$ cat src/rtl/mrme_pkg.sv
package mrme_pkg;

  localparam logic [2:0] OP_ADD    = 3'd0;
  localparam logic [2:0] OP_APPEND = 3'd1;
  localparam logic [2:0] OP_SORT   = 3'd2;
  localparam logic [2:0] OP_FIXUP  = 3'd3;
  localparam logic [2:0] OP_READ   = 3'd4;
  localparam logic [2:0] OP_CLEAR  = 3'd5;

  localparam logic [1:0] ST_OK    = 2'd0;
  localparam logic [1:0] ST_FULL  = 2'd1;
  localparam logic [1:0] ST_RANGE = 2'd2;

  // One table entry as it sits in the RAM.
  typedef struct packed {
    logic [7:0]  mtype;
    logic [63:0] start;
    logic [63:0] size;
  } entry_t;

  typedef struct packed {
    logic [2:0]  op;
    logic [7:0]  range_type;
    logic [63:0] range_base;
    logic [63:0] range_size;
    logic [4:0]  entry_index;
  } req_t;

  typedef struct packed {
    logic [63:0] entry_base;
    logic [63:0] entry_size;
    logic [7:0]  entry_type;
    logic [5:0]  entry_count;
    logic [1:0]  status;
  } rsp_t;

  // Decisions of the shared evaluation unit.
  typedef struct packed {
    logic        del;
    logic        split;
    logic        merge;
    logic        lt;
    entry_t      lower;
    entry_t      upper;
    entry_t      fix;
    logic [63:0] merged_end;
    logic [63:0] rd_end;
  } eval_t;

endpackage

$ cat src/rtl/mrme_eval.sv
module mrme_eval (
  input  mrme_pkg::entry_t rd,
  input  mrme_pkg::entry_t a,
  input  logic [63:0]      a_end,
  input  mrme_pkg::entry_t h,
  input  logic [63:0]      h_end,
  input  logic [63:0]      arg_start,
  input  logic [63:0]      arg_end,
  output mrme_pkg::eval_t  ev
);
  import mrme_pkg::*;

  logic front, back;

  always_comb begin
    ev.rd_end = rd.start + rd.size;

    // Carving the new range out of entry a.
    ev.del   = (arg_start <= a.start) && (arg_end >= a_end);
    ev.split = !ev.del && (arg_start > a.start) && (arg_end < a_end);
    front    = !ev.del && !ev.split && (arg_start <= a.start) && (arg_end > a.start);
    back     = !ev.del && !ev.split && !front && (arg_start < a_end) &&
               (arg_start > a.start);
    ev.lower = a;
    if (ev.split || back) begin
      ev.lower.size = arg_start - a.start;
    end else if (front) begin
      ev.lower.start = arg_end;
      ev.lower.size  = a_end - arg_end;
    end
    ev.upper.mtype = a.mtype;
    ev.upper.start = arg_end;
    ev.upper.size  = a_end - arg_end;

    // Reserve fix-up: grow an entry ending at the start, or move one starting there.
    ev.fix = a;
    if (a_end == arg_start) begin
      ev.fix.size = arg_end - a.start;
    end else if (a.start == arg_start) begin
      ev.fix.start = arg_end;
      ev.fix.size  = a_end - arg_end;
    end

    ev.merge = (h.mtype == a.mtype) && (h.start <= a.start) && (h_end > a.start);
    ev.merged_end = (a_end > h_end) ? a_end : h_end;

    ev.lt = a.start < h.start;
  end
endmodule

$ cat config.mk
export PLATFORM = sky130hd
export DESIGN_NAME = mrme_eval
export DESIGN_NICKNAME = d
export VERILOG_FILES = /design/src/rtl/mrme_pkg.sv /design/src/rtl/mrme_eval.sv
export SDC_FILE = /design/constraint.sdc
export NUM_CORES = 2
export LEC_CHECK = 0
export BUFFER_PORTS_ARGS = -buffer_cell sky130_fd_sc_hd__buf_2
export CAP_MARGIN = 20
export CORE_AREA = 5 5 466 468
export DETAILED_ROUTE_END_ITERATION = 6
export DIE_AREA = 0 0 471 473
export PLACE_DENSITY = 0.34
export SLEW_MARGIN = 20
export SYNTH_ARGS = -nofsm -noshare
export SYNTH_HDL_FRONTEND = slang
export SYNTH_SLANG_ARGS = --single-unit
$ cat constraint.sdc
create_clock -name vclk -period 5.4
set_clock_uncertainty 0.2 [all_clocks]
set_input_delay 0.54 -clock vclk [all_inputs]
set_output_delay 0.54 -clock vclk [all_outputs]
set_load 0.02 [all_outputs]
==> flow_metrics.tcl <==
set metrics [dict create \
    tns_ns -62.79 \
    holdWs_ns 1.178 \
    vias 38248 \
    dieArea_um2 222800 \
    p_sw_frac 0.5939 \
    syn_nets 5134 \
    fin_crit_sh 1.129 \
    slowest_delay_ns 0.30 \
    antenna_found_initial 82 \
    cp_common_cell "buf_12" \
    grt_pass1_vias 39653 \
    hold_buffers 0 \
    finalPower_mw 7.738 \
    cp_top_family "compound AO/OA/AOI/OAI gates" \
    pwr-share-comb 1.000 \
    pre_cts_ws_ns -1.574 \
    critPathArrivalTime_ns 5.36 \
    crit_buf_inv 7 \
    regArea_um2 0 \
    n_clock_buffer 0 \
    p_int_mw 3.143 \
    routedWlPerCell_um 30.70 \
    ys_seq_area_frac 0 \
    rsz0062_at_grt "yes" \
    pin_count 1204 \
    gr-usage-all-layers 0.2272 \
    slowest_stage "a31oi_1" \
    fin_crit_ns 6.099 \
    switching_power_mw 4.595 \
    grt_start_max_net_pins 60 \
    timing.final.ws_setup_ns -0.6988 \
    start_util 0.1242 \
    status "finished, violations left" \
    die_w_um 471 \
    path_class "in -> out" \
    placedCellCount 8654 \
    leakage_nw 23.94 \
    drive_above_1_share 0.4399 \
    synthCells 3952 \
    drc 0 \
    flops_and_latches 0 \
    fin_util 0.2205 \
    maxCapViolCount 0 \
    p_per_area_nw_per_um2 164.6 \
    place_area_um2 42650 \
    setup_violations 134 \
    fp.dieH_um 473 \
    fin_area_um2 47000 \
    start_kind "primary input" \
    power_frac_clock 0 \
    endpoint_kind "output port" \
    report.final.slew_viol_count 0 \
    num_rows 170 \
    ys.warnings.count 0 \
    dr.first_iter.drc_count 2018 \
    layout.cells.non_filler 8751 \
    avgSynthCellArea_um2 6.697 \
    synth_area_um2 26470 \
    fillers 24396 \
    yosys-top-cells-area "ha_1 24%, a21oi_1 7.5%, nand2_1 5.9%" \
    wirelength_um 268700 \
    hold_viol 0 \
    drt_first_pass_iters 6 \
    dp_hpwl_um 243200 \
    grt_first_pass_wirelength_um 350100 \
    core_area_um2 213100 \
    area_delta_synth_final_pct 77.57 \
    grt_remaining_overflow 0 \
    fmax_mhz 164.0 \
    hold_class "in -> out" \
    fin_nets 7069 \
    routabilityCongestion 0.9539 \
    vias_per_cell 4.371 \
    required_ns 4.66 \
    crit_fanout 5 \
    seq_power_share 0 \
    synth_top_area_cell "ha_1" \
    synth_top_area_share 0.2430 \
    ir_drop_v 0.00009630 \
    worst_slew_pin_slew_ns 1.134 \
    failed_checks "setup timing" \
    port-buffer-count 1132 \
    synth_cell_types 93 \
    slew_headroom 0.2388 \
    antenna_left 0 \
]
## power by group through the flow
stage                     registers [mW]  clock network, mW  logic [mW]
final                                  0        0.000000654        7.74
after global routing                   0        0.000000478        8.16
after CTS                              0                  0        7.64
after detailed placement               0                  0        6.87
after global placement                 0                  0        6.89
after floorplan                        0                  0        3.12
## cells in the final DEF, fill, tap and decap left out, types with 33 or more instances in the layout
cell      synthesis  final
a21oi_1         398    331
a21oi_2           2     34
nor2b_1          76     74
nand2b_1         60     59
o21ai_2           1     46
xor2_1          109    102
buf_4            93    986
buf_2            56    978
o21ai_0         252    231
and3_1           43     40
a21o_1          208    207
o21bai_1         46     46
nor2_1          235    206
a31oi_1          63     62
mux2i_1         125    119
buf_12            0     69
a211oi_1         39     33
nand2_2           0     40
ha_1            514    500
nand4_1         139    139
buf_6             2    125
a21oi_4           0     35
xnor2_1         138    132
nand2_1         417    362
inv_1           326    316
nand3_1          57     54
## cell usage after synthesis, drive strengths merged (76+ instances only)
master,count
a21o,209
a21oi,400
buf,153
clkbuf,105
ha,514
inv,326
mux2i,125
nand2,417
nand4,140
nor2,236
nor2b,76
o21ai,332
xnor2,138
xor2,109
## area by class of cell
class / count / area [µm²] / area share
multi-input cells: 3368 / 26240 / 0.5582
inverters: 326 / 1242 / 0.02643
repair buffers: 2191 / 15900 / 0.3383
well taps: 2838 / 3551 / 0.07555
diodes: 28 / 70.07 / 0.001491
## per-layer routing
| layer | global-route usage | up-vias | part of all wire |
|---|---|---|---|
| met3 | 0.02562 | 292 | 0.040 |
| met4 | 0.07078 | 38 | 0.038 |
| met1 | 0.2650 | 18451 | 0.41 |
| met5 | 0 | - | 0.00092 |
| li1 | - | 18178 | - |
| met2 | 0.4301 | 1289 | 0.52 |
## cells by family (layout without fill, tap and decap cells)
| kind of cell | count (synthesis) | count (layout) | synth area share |
|---|---|---|---|
| muxes | 136 | 136 | 0.05195 |
| xor gates and xnor gates | 247 | 247 | 0.08173 |
| adders and majority gates | 518 | 518 | 0.2460 |
| AOI/OAI and AO/OA | 1298 | 1298 | 0.3068 |
| buffers and inverters | 584 | 2517 | 0.09932 |
| other | 0 | 28 | 0 |
| and+or+nand+nor | 1169 | 1169 | 0.2141 |
## path summary, 6_finish.rpt
check | startpoint | to | slack, ns | cells after the start
min | arg_end[55] | ev[383] | 1.18 | 2
max | arg_end[37] | ev[445] | -0.70 | 25
## what timing repair did
action                                  4_1_cts  5_1_grt
gates resized for setup                     631      144
pin swaps                                    78       59
setup buffers                                45       23
endpoints found under the setup margin      175      157
gates cloned                                 23        3
No activity file was read; power rests on OpenSTA's default activity.
