File: src/rtl/mrme_ram.sv
module mrme_ram #(
  parameter int WIDTH = 8,
  parameter int DEPTH = 32
) (
  input  logic                     clk,
  input  logic                     we,
  input  logic [$clog2(DEPTH)-1:0] waddr,
  input  logic [WIDTH-1:0]         wdata,
  input  logic [$clog2(DEPTH)-1:0] raddr,
  output logic [WIDTH-1:0]         rdata
);
  logic [WIDTH-1:0] mem [DEPTH];

  always_ff @(posedge clk) begin
    if (we) begin
      mem[waddr] <= wdata;
    end
    rdata <= mem[raddr];
  end
endmodule

File: config.mk
export PLATFORM = sky130hd
export DESIGN_NAME = mrme_ram
export DESIGN_NICKNAME = d
export VERILOG_FILES = /design/src/rtl/mrme_ram.sv
export SDC_FILE = /design/constraint.sdc
export NUM_CORES = 1
export LEC_CHECK = 0
export BUFFER_PORTS_ARGS = -buffer_cell sky130_fd_sc_hd__buf_4
export CORE_UTILIZATION = 56
export CTS_BUF_LIST = sky130_fd_sc_hd__clkbuf_16
export DETAILED_ROUTE_END_ITERATION = 10
export PLACE_DENSITY = 0.81
export SLEW_MARGIN = 30
export SYNTH_ARGS = -nofsm -noshare
export SYNTH_HDL_FRONTEND = slang
export SYNTH_SLANG_ARGS = --single-unit
File: constraint.sdc
create_clock -name clk -period 5.7 [get_ports clk]
set_input_delay 0.57 -clock clk [delete_from_list [all_inputs] [get_ports clk]]
set_output_delay 0.57 -clock clk [all_outputs]
set_load 0.1 [all_outputs]
==> qor.csv, run 1 <==
metric;value;unit
DPL Wire Length;11.6;mm
DIE HEIGHT;136;µm
total power draw;4.02;mW
total wire length;20.6;mm
Peak VDD IR;0.250;mV
clk buf depth;3;
synth cell count leaders;256 x edfxtp_1, 80 x mux4_2, 33 x nor2_1;
largest net degree at the start of global routing;65;
Max Slew Vio Count;0;
vias per inst;6.56;
Syn Inst Count;417;
DR pass1 iterations;5;
Peak Freq;358;MHz
Top FF cell, synth;edfxtp_1;
total CTS buffers;25;
Reg power frac;53.9;%
Leak;3.50;nW
final core occ;64.6;%
TritonCTS clock tree;done;
num rows;48;
status;complete, no violations;
most area-consuming cells after synthesis;edfxtp_1 76%, mux4_2 18%, dfxtp_1 1.6%;
post-cts sizing count;0;
Final Hold Fails;0;
Hold Slack;455;ps
Antenna Cells;0;
Synth Register Bits;264;
worst setup margin;2910;ps
Combinational Power Share;6.4;%
number of global-route vias before repair;4702;
Synthesis Warnings;0;
Worst-path clk slew;60;ps
final setup skew;9.81;ps
Switch Pwr;0.874;mW
Ports;28;
Req. time, crit path;6100;ps
DR iter-0 viols;592;
worst hold path type;input pin to flip-flop;
most frequent cell after synthesis;edfxtp_1;
htree depth;1;
hold-fix buffers at CTS;0;
share of cells above drive strength 1;35.9;%
clock share of power;39.7;%
detailed-route DRC error count;0;
worst-path fanout max;44;
Final period util;49.0;%
Syn Std Cell Area;10100;µm²
Synth area leader;edfxtp_1;
setup TNS;0;ps
vias;4569;
slew at the pin with the worst max-slew slack;1000;ps
clock sink count;264;
CTS Root Cell;clkbuf_16;
area share of the leading cell type in the synthesized netlist;76.5;%
P per Cell Area;357;nW/µm²
asr flop ratio synth;0;%
first-pass GRT wire length;30.4;mm
Pint;3.15;mW
GRT overflow;0;
total of max-cap violations;0;
CP Class;input pin to flip-flop;
gr usage total;23.8;%
Final Setup Violations;0;
crit start category;input pin;
worst relative slew slack;32.8;%
Critical Path Sink Type;flip-flop;
Final min period;2790;ps
number of synthesized flops with an enable pin;256;
Initial Util;57.7;%
Post-Syn Nets;437;
core area;17400;µm²
Post-Place Setup Slack;2360;ps
sequential cell area fraction in the yosys report;78.1;%
Routed Antenna Nets;0;
RD Place Congestion;0.741;
I/O Buffers;27;
die area;18500;µm²
initial antenna violation count;0;
post-CTS setup buffers;0;
Switching Fraction;21.7;%
Netlist cell types;15;
Wirelength per Cell;29.6;µm
Die Wd;136;µm
RSZ-0062 raised after global routing;false;
P&R area growth vs syn;12.0;%
clk_lat worst skew;520;ps
mean area per synthesized cell;24.1;µm²
data arrival time of the critical path;3190;ps
# nets final;472;
==> placed cells by master, fill, tap and decap left out, drive strengths merged <==
cell type,Yosys,routed
buf,14,28
bufinv,0,2
clkbuf,6,25
clkinv,0,14
clkinvlp,0,2
dfxtp,8,8
edfxtp,256,256
inv,0,3
mux2,8,8
mux4,80,80
nand2,1,1
nand3,2,2
nand3b,5,5
nor2,33,33
or3,1,1
or3b,3,3
==> layout make-up <==
type,count,area [µm²]
sequential,264,7850
clock buffer,25,626
multi-input combinational,133,2130
clock inverter,21,166
timing repair buffer,28,210
tap,225,282
fill,1064,6160
==> state kept, by name (all words and copies together) (netlist names) <==
name / count
mem: 256
rdata: 8
==> power by group through the flow <==
stage                     Sequential [mW]  Combinational, mW  Clock, mW
after floorplan                      2.26              0.115          0
after global placement               2.21              0.248          0
after detailed placement             2.21              0.255          0
after CTS                            2.17              0.259       1.61
after global routing                 2.17              0.269       1.67
final                                2.17              0.257       1.59
==> metrics by stage <==
| stage | area [µm²] | std cells |
|---|---|---|
| 4_1_cts | 11200 | 696 |
| 3_5_place_dp | 10500 | 650 |
| 5_1_grt | 11300 | 696 |
| 2_1_floorplan | 10100 | 417 |
| 6_report | 11300 | 696 |
| 3_3_place_gp | 10400 | 650 |
==> worst max-delay path, stage by stage <==
cell and delay (ps):
buf_4 640, buf_4 530, mux4_2 580, mux4_2 510
mux2_2 300
==> cell families after synthesis <==
group	after synthesis	synth area share (%)
simple gates	45	2.07
buf+inv	20	1.06
flops	264	78.1
mux	88	18.8
==> per-layer routing <==
metal	track usage (%)	share of wire (%)	vias to the layer above
li1	-	-	1848
met1	33.2	39	2387
met2	38.7	50	279
met3	3.95	8.6	55
met4	8.02	3.0	0
met5	0	0	-
==> worst paths after layout <==
check                            start               end  slack [ps]  depth (start not counted)
hold / removal                raddr[3]  rdata[1]$_DFF_P_         450                          2
hold reg to reg   mem[30][1]$_DFFE_PP_  rdata[1]$_DFF_P_         910                          3
setup reg to reg  mem[16][0]$_DFFE_PP_  rdata[0]$_DFF_P_        3820                          3
setup / recovery              raddr[0]  rdata[3]$_DFF_P_        2910                          5
No activity file was read; power rests on OpenSTA's default activity.
==> run 2: changes to the inputs <==
- clock period: 5.7 -> 2.8 ns (I/O delays scaled with it)
==> run 2 against run 1 <==
Effect of this change:
- setup slack lost 2000 ps
- utilization up 0.40 points
- first-iteration DRC count is 19% lower
- sequential cell count stayed put
- cell area up 0.61%
- clock power grew 82%
- non-clock buffer count up 23
- clock-buffer cell count is 2 lower
- final cell count up 2.6%
- critical path type is now flip-flop to flip-flop
==> qor.csv, run 2 (same netlist as run 1, synthesis figures left out) <==
metric;value;unit
status;complete, no violations;
Final min period;1880;ps
Reg power frac;56.3;%
most flop-heavy register;mem;
slew at the pin with the worst max-slew slack;922;ps
Pint;6.17;mW
met2 wire length;10.4;mm
Critical Path Sink Type;flip-flop;
P per Cell Area;693;nW/µm²
Reg2Reg Depth;3;
Die Wd;136;µm
total of max-cap violations;0;
clk buf depth;3;
Worst-path clk slew;60;ps
Routed Antenna Nets;0;
DPL Wire Length;12.4;mm
vias;4663;
num rows;48;
core area;17400;µm²
total power draw;7.85;mW
Final Setup Violations;0;
TritonCTS clock tree;done;
flip-flop count of the largest register after layout;256;
share of cells above drive strength 1;34.8;%
Final Hold Fails;0;
FF-to-FF Start;mem[28][7]$_DFFE_PP_;
Peak Freq;533;MHz
HP Start;raddr[3];
detailed-route DRC error count;0;
initial antenna violation count;0;
worst-path fanout max;1;
worst relative slew slack;38.3;%
Combinational Power Share;7.0;%
most common cell after layout, fill and taps aside;edfxtp_1;
Wirelength per Cell;29.4;µm
CP Class;flip-flop to flip-flop;
FILL cells;1072;
Max Used Layer;met4;
gr usage total;24.6;%
total wire length;21.0;mm
Hold Slack;181;ps
data arrival time of the critical path;2270;ps
hold-fix buffers at CTS;0;
post-CTS setup buffers;0;
P&R area growth vs syn;12.7;%
post-cts sizing count;0;
Switch Pwr;1.68;mW
# nets final;493;
Leak;3.61;nW
setup TNS;0;ps
Switching Fraction;21.4;%
clock share of power;36.8;%
met1 WL;7.84;mm
FF-to-FF End;rdata[7]$_DFF_P_;
DR pass1 iterations;5;
Ports;28;
htree depth;1;
total CTS buffers;23;
final setup skew;23.8;ps
DR iter-0 viols;478;
worst hold path type;input pin to flip-flop;
worst reg2reg setup slack;920;ps
GRT overflow;0;
Peak VDD IR;0.479;mV
RD Place Congestion;0.769;
I/O Buffers;27;
crit start category;flip-flop;
Max Slew Vio Count;0;
RSZ-0062 raised after global routing;false;
largest net degree at the start of global routing;40;
met3 wire length;2.30;mm
placed cell count;673;
Initial Util;57.7;%
Layout Cells excl Fill;714;
CTS Root Cell;clkbuf_16;
most frequent cells in the layout;256 x edfxtp_1, 80 x mux4_2, 48 x buf_4;
CP endpoint;rdata[7]$_DFF_P_;
CP Launch Point;mem[28][7]$_DFFE_PP_;
clock sink count;264;
clk_lat worst skew;520;ps
number of global-route vias before repair;4849;
DIE HEIGHT;136;µm
Final period util;67.0;%
top flop regs;mem: 256 flops, rdata: 8 flops;
vias per inst;6.53;
Antenna Cells;0;
Req. time, crit path;3190;ps
die area;18500;µm²
first-pass GRT wire length;31.3;mm
run 2: power by group through the flow:
stage	clock network [mW]	registers [mW]	logic, mW
after floorplan	0	4.61	0.234
after global placement	0	4.50	0.525
after detailed placement	0	4.50	0.541
after CTS	2.92	4.42	0.549
after global routing	3.05	4.42	0.571
final	2.89	4.42	0.546
run 2: how the worst min path moves through the flow:
stage	cells after the start	slack, ps	endpoint
final	2	180	rdata[4]$_DFF_P_
after global routing	2	170	rdata[4]$_DFF_P_
after CTS	2	170	rdata[4]$_DFF_P_
after detailed placement	2	690	rdata[4]$_DFF_P_
after global placement	2	690	rdata[3]$_DFF_P_
after floorplan	0	380	mem[0][0]$_DFFE_PP_
run 2: worst max-delay path, cell delays in order (launching register included):
cell and delay, ps:
edfxtp_1 400, mux4_2 500, mux4_2 560, mux2_2 290
run 2: area by class of cell:
| type | instances | area, µm² | area share [%] |
|---|---|---|---|
| tap | 225 | 282 | 2.49 |
| timing repair buffer | 51 | 420 | 3.71 |
| sequential | 264 | 7850 | 69.3 |
| multi-input combinational | 133 | 2100 | 18.5 |
| clock buffer | 23 | 576 | 5.08 |
| clock inverter | 18 | 103 | 0.906 |
run 2: routing by layer:
metal  track usage (%)  up-vias
met1              34.4     2432
met5                 0        -
met3              5.85       37
met4              7.96        0
li1                  -     1884
met2              38.7      310
run 2: stage by stage:
step	utilization, %	setup slack, ps	area, µm²
CTS	65.0	920	11300
global placement	61.1	578	10600
global route	65.0	913	11300
finish	65.0	923	11300
floorplan	-	718	10100
detailed placement	61.1	522	10600
==> run 3: changes to the inputs <==
- clock period: 2.8 -> 1.9 ns (I/O delays scaled with it)
==> run 3 against run 2 <==
Effect of this change:
- global-route usage is 0.24 points higher
- worst hold slack worse by 130 ps
- setup slack worse by 890 ps
==> qor.csv, run 3 (same netlist as run 1, synthesis figures left out) <==
metric;value;unit
placed cell count;688;
# nets final;509;
FILL cells;1034;
vias per inst;6.50;
fin area;11600;µm²
top flop regs;mem: 256 flops, rdata: 8 flops;
Peak VDD IR;0.694;mV
Final period util;98.2;%
largest net degree at the start of global routing;33;
Switching Fraction;20.8;%
Req. time, crit path;2310;ps
P per Cell Area;1070;nW/µm²
most frequent cells in the layout;256 x edfxtp_1, 80 x mux4_2, 60 x buf_4;
data arrival time of the critical path;2270;ps
I/O Buffers;27;
worst-path fanout max;1;
Layout Cells excl Fill;731;
most common cell after layout, fill and taps aside;edfxtp_1;
Max Slew Vio Count;0;
Ports;28;
core area;17400;µm²
Worst-path clk slew;60;ps
first-pass GRT wire length;31.7;mm
worst hold path type;input pin to flip-flop;
post-CTS setup buffers;0;
most flop-heavy register;mem;
number of global-route vias before repair;4883;
flip-flop count of the largest register after layout;256;
clk buf depth;3;
slew at the pin with the worst max-slew slack;456;ps
initial antenna violation count;0;
detailed-route DRC error count;0;
Pint;9.85;mW
Final Setup Violations;0;
total CTS buffers;24;
post-cts sizing count;0;
P&R area growth vs syn;15.8;%
clk_lat worst skew;520;ps
clock share of power;41.0;%
DIE HEIGHT;136;µm
Final min period;1860;ps
GRT overflow;0;
Routed Antenna Nets;0;
TritonCTS clock tree;done;
num rows;48;
CTS Root Cell;clkbuf_16;
CP Class;flip-flop to flip-flop;
RSZ-0062 raised after global routing;false;
htree depth;1;
crit start category;flip-flop;
total wire length;21.3;mm
status;complete, no violations;
vias;4751;
Initial Util;57.7;%
Post-DP Area;10800;µm²
Combinational Power Share;6.7;%
RD Place Congestion;0.764;
gr usage total;24.8;%
DPL Wire Length;12.7;mm
final setup skew;11.6;ps
Antenna Cells;0;
Critical Path Sink Type;flip-flop;
Final Hold Fails;0;
Die Wd;136;µm
Reg power frac;52.3;%
die area;18500;µm²
share of cells above drive strength 1;37.9;%
worst relative slew slack;69.5;%
total of max-cap violations;0;
DR pass1 iterations;5;
Peak Freq;536;MHz
clock sink count;264;
Leak;3.75;nW
hold-fix buffers at CTS;0;
Wirelength per Cell;29.1;µm
DR iter-0 viols;530;
Switch Pwr;2.59;mW
run 3: layout make-up:
cell class | count | area [µm²] | share of cell area (%)
well taps | 225 | 282 | 2.42
repair buffers | 66 | 571 | 4.90
clock buffers | 25 | 626 | 5.37
clock inverters | 18 | 219 | 1.88
flip-flops and latches | 264 | 7850 | 67.4
multi-input cells | 133 | 2100 | 18.0
run 3: power groups by stage:
stage                     clock network, mW  registers (mW)  logic, mW
after detailed placement                  0            6.63      0.818
after global routing                   5.36            6.50      0.862
final                                  5.10            6.50      0.830
after CTS                              5.15            6.50      0.832
after global placement                    0            6.62      0.795
after floorplan                           0            6.79      0.346
run 3: layer usage:
metal  wire length, µm  GRT usage [%]
met2             10400           39.0
met3              1880           4.03
met1              8380           35.7
met5                 0              0
met4               667           9.38
run 3: stage by stage:
stage,hold slack (ps),utilization [%],power [mW],setup TNS [ps],worst slack (ps)
floorplan,289,-,7.14,0,24.5
detailed placement,575,62.0,7.45,-1210,-190
CTS,36.2,66.9,12.5,0,48.9
global route,45.3,66.9,12.7,0,10.0
finish,54.1,66.9,12.4,0,35.0
global placement,572,62.0,7.42,-1120,-177
run 3: final timing paths:
path / end / depth (start not counted) / slack, ps / from
min reg2reg: rdata[1]$_DFF_P_ / 3 / 920 / mem[5][1]$_DFFE_PP_
max: rdata[6]$_DFF_P_ / 3 / 40 / mem[5][6]$_DFFE_PP_
max reg2reg: rdata[6]$_DFF_P_ / 3 / 40 / mem[5][6]$_DFFE_PP_
min: rdata[7]$_DFF_P_ / 2 / 50 / raddr[3]
run 3: critical path, stage by stage (launching register included):
cell	delay [ps]
edfxtp_1	360
mux4_2	540
mux4_2	560
mux2_2	290
